==> src/sv/rtp_pkg.sv <==
// rtp_pkg: shared types, character constants and digit decode for the
// radix integer text parser. No dependencies.
`timescale 1ns / 1ps

package rtp_pkg;

    localparam int unsigned ByteW   = 8;
    localparam int unsigned RadixW  = 6;
    localparam int unsigned ValueW  = 64;
    localparam int unsigned CountW  = 8;
    localparam int unsigned AddrW   = 3;
    localparam int unsigned DataW   = 32;
    localparam int unsigned TdataInW  = 8;
    localparam int unsigned TdataOutW = 72;

    localparam logic [ByteW-1:0] ChZero    = 8'h30;  // '0'
    localparam logic [ByteW-1:0] ChNine    = 8'h39;  // '9'
    localparam logic [ByteW-1:0] ChUpperA  = 8'h41;  // 'A'
    localparam logic [ByteW-1:0] ChUpperZ  = 8'h5A;  // 'Z'
    localparam logic [ByteW-1:0] ChLowerA  = 8'h61;  // 'a'
    localparam logic [ByteW-1:0] ChLowerZ  = 8'h7A;  // 'z'
    localparam logic [ByteW-1:0] ChMinus   = 8'h2D;  // '-'
    localparam logic [ByteW-1:0] ChTab     = 8'h09;  // '\t'
    localparam logic [ByteW-1:0] ChCr      = 8'h0D;  // '\r'
    localparam logic [ByteW-1:0] ChSpace   = 8'h20;  // ' '
    localparam logic [ByteW-1:0] UpperBase = 8'h37;  // 'A' - 10
    localparam logic [ByteW-1:0] LowerBase = 8'h57;  // 'a' - 10

    localparam logic [CountW-1:0] CountMax = '1;

    localparam logic [RadixW-1:0] RadixReset  = 6'd10;
    localparam logic              SignedReset = 1'b1;

    // register word indexes (paddr[2])
    localparam logic RegRadix  = 1'b0;
    localparam logic RegSigned = 1'b1;

    localparam logic StatusOk       = 1'b0;
    localparam logic StatusNoDigits = 1'b1;

    typedef enum logic [2:0] {
        PH_SKIP   = 3'b001,
        PH_SIGN   = 3'b010,
        PH_DIGITS = 3'b100
    } phase_t;

    typedef struct packed {
        logic             valid;
        logic [RadixW-1:0] value;
    } digit_t;

    function automatic digit_t decode_digit(input logic [ByteW-1:0] b);
        digit_t d;
        logic [ByteW-1:0] diff;
        d    = '0;
        diff = '0;
        if (b >= ChZero && b <= ChNine) begin
            diff = b - ChZero;
            d.valid = 1'b1;
        end else if (b >= ChUpperA && b <= ChUpperZ) begin
            diff = b - UpperBase;
            d.valid = 1'b1;
        end else if (b >= ChLowerA && b <= ChLowerZ) begin
            diff = b - LowerBase;
            d.valid = 1'b1;
        end
        d.value = diff[RadixW-1:0];
        return d;
    endfunction

    function automatic logic is_space(input logic [ByteW-1:0] b);
        return (b >= ChTab && b <= ChCr) || (b == ChSpace);
    endfunction

endpackage

==> src/sv/radix_integer_text_parser.sv <==
// A result appears on m_* in the cycle after the transfer of the byte
// (or end-of-text marker) that ends the number; digits produce no result.
// Throughput: one input transfer per cycle; s_tready stays high while the
// output register is empty or is being drained in the same cycle.
// The per-byte loop is one 64x6 multiply-add into the accumulator register.
// Reset (synchronous, aresetn low): phase to whitespace skipping, radix 10,
// signed mode on, output register empty.
`timescale 1ns / 1ps

module radix_integer_text_parser
    import rtp_pkg::*;
(
    input  logic                  aclk,
    input  logic                  aresetn,

    // text input
    input  logic                  s_tvalid,
    output logic                  s_tready,
    input  logic [TdataInW-1:0]   s_tdata,   // [7:0] text_byte
    input  logic                  s_tlast,   // end_of_text

    // parsed numbers
    output logic                  m_tvalid,
    input  logic                  m_tready,
    output logic [TdataOutW-1:0]  m_tdata,   // [63:0] number_value, [71:64] digit_count
    output logic                  m_tuser,   // parse_status

    // configuration
    input  logic                  psel,
    input  logic                  penable,
    input  logic                  pwrite,
    input  logic [AddrW-1:0]      paddr,
    input  logic [DataW-1:0]      pwdata,
    output logic [DataW-1:0]      prdata,
    output logic                  pready
);

    // ------------------------------------------------------------------
    // Configuration registers. Address bits [1:0] are ignored.
    // ------------------------------------------------------------------
    logic [RadixW-1:0] radix_reg;
    logic              signed_reg;
    logic              cfg_write;

    assign pready    = 1'b1;
    assign cfg_write = psel && penable && pwrite && pready;

    always_ff @(posedge aclk) begin
        if (!aresetn) begin
            radix_reg  <= RadixReset;
            signed_reg <= SignedReset;
        end else if (cfg_write) begin
            if (paddr[2] == RegRadix) begin
                radix_reg <= pwdata[RadixW-1:0];
            end else begin
                signed_reg <= pwdata[0];
            end
        end
    end

    always_comb begin
        prdata = '0;
        if (paddr[2] == RegRadix) begin
            prdata[RadixW-1:0] = radix_reg;
        end else begin
            prdata[0] = signed_reg;
        end
    end

    // ------------------------------------------------------------------
    // Parse state. Accumulator and count are kept at zero outside the
    // digit phase, so a first digit just loads them.
    // ------------------------------------------------------------------
    phase_t             phase_reg, phase_next;
    logic               minus_reg, minus_next;
    logic [ValueW-1:0]  acc_reg,   acc_next;
    logic [CountW-1:0]  cnt_reg,   cnt_next;

    // output register
    logic               out_valid_reg, out_valid_next;
    logic [ValueW-1:0]  out_value_reg, out_value_next;
    logic [CountW-1:0]  out_count_reg, out_count_next;
    logic               out_status_reg, out_status_next;

    logic               accept;
    logic [ByteW-1:0]   text_byte;
    logic               eot;
    digit_t             dig;
    logic               is_digit;
    logic               minus_opens;
    logic               emit;
    logic [ValueW-1:0]  acc_step;
    logic [CountW-1:0]  cnt_step;

    assign s_tready  = !out_valid_reg || m_tready;
    assign accept    = s_tvalid && s_tready;
    assign text_byte = s_tdata[ByteW-1:0];
    assign eot       = s_tlast;

    assign dig         = decode_digit(text_byte);
    assign is_digit    = dig.valid && (dig.value < radix_reg);
    assign minus_opens = signed_reg && (text_byte == ChMinus);

    // one multiply-add per byte, wrapping at 64 bits
    assign acc_step = (acc_reg * ValueW'(radix_reg)) + ValueW'(dig.value);
    assign cnt_step = (cnt_reg == CountMax) ? cnt_reg : cnt_reg + CountW'(1);

    always_comb begin
        phase_next      = phase_reg;
        minus_next      = minus_reg;
        acc_next        = acc_reg;
        cnt_next        = cnt_reg;
        emit            = 1'b0;
        out_value_next  = out_value_reg;
        out_count_next  = out_count_reg;
        out_status_next = out_status_reg;

        if (accept) begin
            unique case (phase_reg)
                PH_DIGITS, PH_SIGN: begin
                    if (!eot && is_digit) begin
                        acc_next   = acc_step;
                        cnt_next   = cnt_step;
                        phase_next = PH_DIGITS;
                    end else begin
                        emit = 1'b1;
                        if (phase_reg == PH_DIGITS) begin
                            out_value_next  = minus_reg ? (ValueW'(0) - acc_reg) : acc_reg;
                            out_count_next  = cnt_reg;
                            out_status_next = StatusOk;
                        end else begin
                            // lone minus
                            out_value_next  = '0;
                            out_count_next  = '0;
                            out_status_next = StatusNoDigits;
                        end
                        acc_next = '0;
                        cnt_next = '0;
                        // a minus right after a number opens the next one
                        if (!eot && minus_opens) begin
                            phase_next = PH_SIGN;
                            minus_next = 1'b1;
                        end else begin
                            phase_next = PH_SKIP;
                            minus_next = 1'b0;
                        end
                    end
                end
                default: begin
                    acc_next   = '0;
                    cnt_next   = '0;
                    minus_next = 1'b0;
                    phase_next = PH_SKIP;
                    if (eot || is_space(text_byte)) begin
                        phase_next = PH_SKIP;
                    end else if (is_digit) begin
                        acc_next   = ValueW'(dig.value);
                        cnt_next   = CountW'(1);
                        phase_next = PH_DIGITS;
                    end else if (minus_opens) begin
                        phase_next = PH_SIGN;
                        minus_next = 1'b1;
                    end else begin
                        // stray byte
                        emit            = 1'b1;
                        out_value_next  = '0;
                        out_count_next  = '0;
                        out_status_next = StatusNoDigits;
                    end
                end
            endcase
        end

        if (emit) begin
            out_valid_next = 1'b1;
        end else if (m_tready) begin
            out_valid_next = 1'b0;
        end else begin
            out_valid_next = out_valid_reg;
        end
    end

    always_ff @(posedge aclk) begin
        if (!aresetn) begin
            phase_reg     <= PH_SKIP;
            minus_reg     <= 1'b0;
            acc_reg       <= '0;
            cnt_reg       <= '0;
            out_valid_reg <= 1'b0;
        end else begin
            phase_reg     <= phase_next;
            minus_reg     <= minus_next;
            acc_reg       <= acc_next;
            cnt_reg       <= cnt_next;
            out_valid_reg <= out_valid_next;
        end
    end

    // payload, no reset
    always_ff @(posedge aclk) begin
        out_value_reg  <= out_value_next;
        out_count_reg  <= out_count_next;
        out_status_reg <= out_status_next;
    end

    assign m_tvalid = out_valid_reg;
    assign m_tdata  = {out_count_reg, out_value_reg};
    assign m_tuser  = out_status_reg;

`ifndef SYNTHESIS
    // no-digits results carry zero value and count
    assert property (@(posedge aclk) disable iff (!aresetn)
        (m_tvalid && m_tuser == StatusNoDigits) |-> (m_tdata == '0))
        else $error("no-digits result with nonzero payload");

    // a parsed number always has at least one digit
    assert property (@(posedge aclk) disable iff (!aresetn)
        (m_tvalid && m_tuser == StatusOk) |-> (m_tdata[TdataOutW-1:ValueW] != '0))
        else $error("parsed number with zero digit count");

    // outside the digit phase the accumulator and count stay cleared
    assert property (@(posedge aclk) disable iff (!aresetn)
        (phase_reg != PH_DIGITS) |-> (acc_reg == '0 && cnt_reg == '0))
        else $error("accumulator not cleared outside digit phase");

    // minus flag only set in sign or digit phase
    assert property (@(posedge aclk) disable iff (!aresetn)
        (phase_reg == PH_SKIP) |-> !minus_reg)
        else $error("minus flag set while skipping");

    // an accepted digit always lands in the digit phase
    assert property (@(posedge aclk) disable iff (!aresetn)
        (accept && !eot && is_digit) |=> (phase_reg == PH_DIGITS))
        else $error("digit did not enter digit phase");
`endif

endmodule
==> config.mk <==
export PLATFORM = sky130hd
export DESIGN_NAME = radix_integer_text_parser
export DESIGN_NICKNAME = d
export VERILOG_FILES = /design/src/sv/rtp_pkg.sv /design/src/sv/radix_integer_text_parser.sv
export SDC_FILE = /design/constraint.sdc
export NUM_CORES = 1
export LEC_CHECK = 0
export BUFFER_PORTS_ARGS = -buffer_cell sky130_fd_sc_hd__buf_2
export CORE_ASPECT_RATIO = 0.7
export CORE_MARGIN = 10
export CORE_UTILIZATION = 30
export DETAILED_ROUTE_END_ITERATION = 6
export SLEW_MARGIN = 20
export SYNTH_ARGS = -nofsm -noshare
export SYNTH_HDL_FRONTEND = slang
export SYNTH_SLANG_ARGS = --single-unit
==> constraint.sdc <==
create_clock -name aclk -period 7 [get_ports aclk]
set_input_delay 1.4 -clock aclk [delete_from_list [all_inputs] [get_ports aclk]]
set_output_delay 1.4 -clock aclk [all_outputs]
set_load 0.1 [all_outputs]
; ---- Word level (Yosys, flattened, before mapping)
; Index checks and enable logic that the tools add are counted.
[word_totals]
regBits = 157
in_bits = 51
elab_cells = 116
[classes]
addsub = 6
mul = 1
order_cmp = 9
eq_ne = 10
mux = 56
n_bitwise = 1
reduce_logical = 23
[ops]
columns = cell, count
row1 = 64-bit two-way mux, 9
row2 = 8-bit two-way mux, 9
row3 = 64-bit by 6-bit adder with 64-bit output, 1
row4 = 64-bit by 6-bit multiplier with 64-bit output, 1
row5 = "1-bit by 64-bit subtractor with 64-bit output, first input constant", 1
row6 = 6-bit two-way mux, 5
row7 = 1-bit two-way mux, 26
row8 = "8-bit by 6-bit equality test with 1-bit output, second input constant", 2
row9 = "8-bit by 7-bit greater-or-equal comparator with 1-bit output, second input constant", 2
row10 = "8-bit by 7-bit <= comparator with 1-bit output, second input constant", 2
row11 = 3-bit two-way mux, 4
row12 = "6-bit subtractor, second input constant", 2
row13 = 1-bit logical AND, 11
row14 = "8-bit by 1-bit adder with 8-bit output, second input constant", 1
row15 = "8-bit equality test, second input constant", 1
row16 = "8-bit by 4-bit greater-or-equal comparator with 1-bit output, second input constant", 1
row17 = "8-bit by 6-bit greater-or-equal comparator with 1-bit output, second input constant", 1
row18 = "8-bit by 4-bit <= comparator with 1-bit output, second input constant", 1
row19 = "8-bit by 6-bit <= comparator with 1-bit output, second input constant", 1
row20 = 2-bit AND reduction, 4
row21 = 6-bit less-than comparator, 1
row22 = "2-bit by 1-bit != test with 1-bit output, second input constant", 3
row23 = "6-bit by 5-bit subtractor with 6-bit output, second input constant", 1
row24 = 5-bit two-way mux, 1
row25 = other kinds (11), 15

; ---- Logic depth before layout (Yosys ltp)
[logic_depth]
ltp_word = 12
ltp_mapped = 22
depth_no_buf = 22

; ---- Worst setup path after synthesis
; No wires, ideal clock.
[synth_path]
kind = input to register
start = input s_tdata[1]
end = register out_status_reg, in the netlist m_tuser, enable pin
setup_time_ps = 427
t_arrival_ps = 5074
setup_slack_ps = 1499
path_stages = 17
path_buffers = 0
cell_sequence = inv_1 > ha_1 > nand3b_1 > nand2_1 > a2111o_1 > nand2_1 > nand2_1 > o21ai_0 > ha_1 > nand4_1 > nor2_1 > o41a_1 > o41ai_1 > nand3_1 > a22o_1 > nand2_1 > inv_1
[synth_via]
elab_chain_cells = 10
word_cells_on_any_way = 34
classes_between = add/sub: 3 / order compare: 9 / eq/ne: 6 / mux: 6 / reduce/logical: 10
[synth_rtl]
columns = element, line_no
row1 = start: declaration, radix_integer_text_parser.sv:19  ; input logic [TdataInW-1:0] s_tdata,
row2 = 8-bit by 7-bit greater-or-equal comparator with 1-bit output or 8-bit by 7-bit <= comparator with 1-bit output (tied branches), rtp_pkg.sv:63  ; end else if (b >= ChLowerA && b <= ChLowerZ) begin
row3 = 1-bit logical AND, rtp_pkg.sv:63
row4 = 6-bit two-way mux, rtp_pkg.sv:63
row5 = 6-bit two-way mux, rtp_pkg.sv:60  ; end else if (b >= ChUpperA && b <= ChUpperZ) begin
row6 = 6-bit two-way mux, rtp_pkg.sv:57  ; if (b >= ChZero && b <= ChNine) begin
row7 = 6-bit less-than comparator, radix_integer_text_parser.sv:101  ; assign is_digit = dig.valid && (dig.value < radix_reg);
row8 = 1-bit logical AND, radix_integer_text_parser.sv:101
row9 = 1-bit logical AND, radix_integer_text_parser.sv:121  ; if (!eot && is_digit) begin
row10 = 2-bit != test (no line), -
row11 = 5-bit AND reduction (no line) *, -
row12 = end signal: assignment, radix_integer_text_parser.sv:203  ; out_status_reg <= out_status_next;
row13 = end: declaration, radix_integer_text_parser.sv:83  ; logic out_status_reg, out_status_next;
; Mark *: on every way between the ends. The rest lies on a longest branch, timed or not.
; A chain may end at the register's enable or synchronous reset.

; ---- Final worst setup path
[layout_path]
start = input s_tdata[0]
end = register acc_reg[63]
[layout_via]
elab_chain_cells = 10
word_cells_on_any_way = 24
classes_between = add/sub: 4 / order compare: 7 / mux: 8 / reduce/logical: 5
[layout_rtl]
columns = element, line_no
row1 = branches (longest 8 deep; another with 64-bit by 6-bit adder with 64-bit output), -
row2 = 64-bit two-way mux *, radix_integer_text_parser.sv:121
row3 = 64-bit two-way mux *, radix_integer_text_parser.sv:119  ; unique case (phase_reg)
row4 = end signal: assignment, radix_integer_text_parser.sv:193  ; acc_reg <= acc_next;
row5 = end: declaration, radix_integer_text_parser.sv:76  ; logic [ValueW-1:0] acc_reg, acc_next;
; Every way passes the cells marked *.

==> impl_metrics.csv <==
group,metric,value,unit
yosys,synth_top_family_by_area,"adder cells",
yosys,synth_xor_area_share,5.904,%
timing,finalCriticalPeriod,6247,ps
clock_network,cts_tree,"done",
clock_network,worstSkewPairLatency,470,ps
timing,rsz0062_at_grt,"false",
clock_network,htree_levels,4,
routing,num_vias,15810,
clock_network,cts_root_buf,"clkbuf_16",
pwr,power.density,115.2,nW/um2
pwr,finalPower,0.002466,W
final_layout,diodes,0,
yosys,synth_cells,2189,
timing,finalSetupViolCount,0,
die,initial_utilization,30.36,%
global_routing,grt_max_degree,72,
worst_setup_path,worstSetupStartpointType,"input port",
yosys,synth.avg_cell_area,9.014,um2
final_layout,syn_to_final_growth,8.516,%
clock_network,cts_setup_buffers,0,
yosys,yosysWarnings,0,
timing,slew_headroom,26.92,%
routing,dr.pass1.iters,5,
pwr,clockPowerShare,40.1,%
final_layout,layout.nets,2609,
final_layout,post-route-util,32.94,%
die,die_h,234.6,um
routing,drtAntennaViolNets,0,
clock_network,cts_hold_buf,0,
clock_network,cts_buffers,17,
worst_setup_path,critPathKind,"input port to flip-flop",
final_layout,nFillCells,6713,
yosys,ys_types,77,
pwr,p_int,0.001631,W
worst_setup_path,path_cells,"buf_2 -> inv_1 -> ha_1 -> nand3b_1 -> nand2_1 -> a2111o_1 -> nand2_1 -> nand2_1 -> o21ai_0 -> ha_1 -> fa_1 -> a21o_1 -> nand4_1 -> a21boi_0 -> o2111ai_1 -> a21oi_1 -> o211ai_1 -> nand2_1 -> a221oi_1 -> xnor2_1 -> o21ai_1",
yosys,synth-edff-count,73,
global_routing,grtUsageTotal,14.68,%
placed_design,dp_hpwl,41.93,mm
timing,setup_ws,752.8,ps
pwr,ir_drop,0.0001017,V
pwr,p_leak,9.877,nW
global_routing,overflow,0,
pwr,p_comb_share,19.2,%
routing,post_drt_wl_per_cell,18.26,um
timing,tns,0,ps
pwr,switching_share,33.84,%
timing,min_period_over_period,89.25,%
yosys,netlist_area,19730,um2
timing,finalClockSkew,17.09,ps
placed_design,placement.io_buffers,103,
worst_setup_path,cp_data_required_time,7340,ps
pwr,switching_power,0.0008345,W
yosys,ys.flop_type,"dfxtp_1",
die,die_x,326.5,um
die,row_count,78,
worst_setup_path,cp_slowest_cell,"a2111o_1",
final_layout,final_cell_mix,"and2_1 (295), fa_1 (240), nand2_1 (204), nor2_1 (150), ha_1 (143)",
worst_setup_path,cp.arrival,6590,ps
die,die-area,76590,um2
clock_network,path_clk_slew,60,ps
global_routing,grt_pass1_wl,91.63,mm
timing,hold_viol,0,
final_layout,drive_above_1_share,8.592,%
worst_setup_path,crit_path_max_incr_delay,490,ps
pwr,p_seq_share,40.7,%
placed_design,place_ws,407.6,ps
clock_network,numClockSinks,157,
worst_setup_path,critPathMaxFanout,9,
final_layout,layout_commonest_cell,"and2_1",
timing,max_freq,160.1,MHz
run_status,status,"finished, final reports clean",
die,core_area,65000,um2
routing,drt_wl_total,56.03,mm
placed_design,gp_congestion,0.9220,
die,ios,159,
global_routing,antenna_found_initial,0,
yosys,yosysSeqAreaShare,19.63,%
worst_setup_path,crit_top_cell,"nand2_1",
clock_network,cts_resized,0,
routing,initialDrtViolationCount,1149,
routing,drc,0,
global_routing,grt_pass1_vias,16280,
worst_setup_path,worst_setup_path_end_kind,"flip-flop",
timing,slew_violations,0,
clock_network,cts_buffer_depth,2,
yosys,synth_mux_area_share,0.3044,%
timing,tightest_slew,1095,ps
yosys,synth_compound_area_share,12.57,%
yosys,synthSimpleGateAreaFrac,21.90,%
routing,viasPerCell,5.152,
yosys,ys_async_sr_fraction,0,%
flow_run,cap_violations,0,
yosys,synthAdderAreaFrac,33.42,%
min_path,hold_path.class,"flip-flop to flip-flop",
yosys,ys_ff_latch,157,
[per-stage QoR]
stage / instance area, um2 / hold WS (ps) / cells
4_1_cts: 21410 / 486.7 / 3068
5_1_grt: 21410 / 505.3 / 3068
6_report: 21410 / 485.5 / 3068
2_1_floorplan: 19830 / 450.1 / 2214
3_3_place_gp: 20820 / 468.6 / 3036
3_5_place_dp: 20820 / 473.9 / 3036
[power groups by stage]
stage	Clock (W)	Combinational, W	Sequential [W]
3_3_place_gp	0	0.000466	0.00102
6_report	0.000988	0.000474	0.00100
3_5_place_dp	0	0.000470	0.00102
5_1_grt	0.00103	0.000498	0.00101
2_1_floorplan	0	0.000236	0.00116
4_1_cts	0.00100	0.000471	0.00100
[final timing paths]
path | from | end | cells past startpoint | slack, ps
worst min register to register | phase_reg[0] | phase_reg[0] | 1 | 490
worst min-delay path | phase_reg[0] | phase_reg[0] | 1 | 490
worst max-delay path | s_tdata[0] | acc_reg[63] | 21 | 750
worst max register to register | radix_reg[2] | acc_reg[63] | 20 | 820
[cell families after synthesis]
kind of cell / Yosys count
XOR/XNOR: 133
AND/OR/NAND/NOR: 824
flip-flops: 157
AO/OA/AOI/OAI: 386
other: 2
buffers and inverters: 298
adder cells (fa/ha/maj): 383
multiplexers: 6
[final cells by class]
type	instances	area (um2)	share of cell area (%)
Tap cell	880	1101	5.142
Inverter	117	440.4	2.057
Sequential cell	157	3882	18.13
Clock inverter	12	145.1	0.6778
Multi-Input combinational cell	1759	14730	68.80
Timing Repair Buffer	123	665.6	3.109
Clock buffer	20	446.7	2.086
[cells in the mapped netlist, drive strengths merged, types with 3 or more instances]
library cell / count / share of area, %
a211o: 7 / 0.31
nand3: 38 / 0.96
nor4: 10 / 0.35
nor2b: 7 / 0.22
nand3b: 3 / 0.11
a32oi: 3 / 0.13
nor3: 22 / 0.64
a21boi: 7 / 0.27
o41ai: 9 / 0.44
and2: 295 / 9.4
fa: 240 / 24
a21oi: 107 / 2.7
xor2: 82 / 3.6
edfxtp: 73 / 11
clkbuf: 142 / 2.7
o2111ai: 3 / 0.13
buf: 39 / 1.3
o21bai: 13 / 0.49
nand2: 205 / 3.9
o211ai: 8 / 0.30
a21o: 34 / 1.3
o21ai: 99 / 2.5
a22oi: 14 / 0.53
or3: 13 / 0.46
inv: 116 / 2.2
nor2: 151 / 2.9
o31ai: 26 / 1.1
and3: 19 / 0.60
a211oi: 11 / 0.42
a31oi: 6 / 0.19
and4: 4 / 0.18
nand2b: 9 / 0.32
mux2i: 6 / 0.30
o21a: 12 / 0.46
or2: 5 / 0.17
nand4: 27 / 0.89
a221oi: 7 / 0.31
dfxtp: 84 / 8.5
ha: 143 / 9.1
or4: 12 / 0.51
xnor2: 51 / 2.3
[layer usage]
layer | track usage (%) | share of wire (%)
met1 | 21.32 | 48
met5 | 0 | 0
met4 | 3.560 | 1.4
met2 | 22.68 | 43
met3 | 2.188 | 7.1
[critical path, delay by kind of cell]
kind / cells / cell delay (ps)
compound gates: 9 / 2900
xor+xnor: 1 / 170
fa+ha+maj: 3 / 1090
buf+inv: 2 / 280
simple gates: 6 / 740
Power figures use the tool's default switching activity.
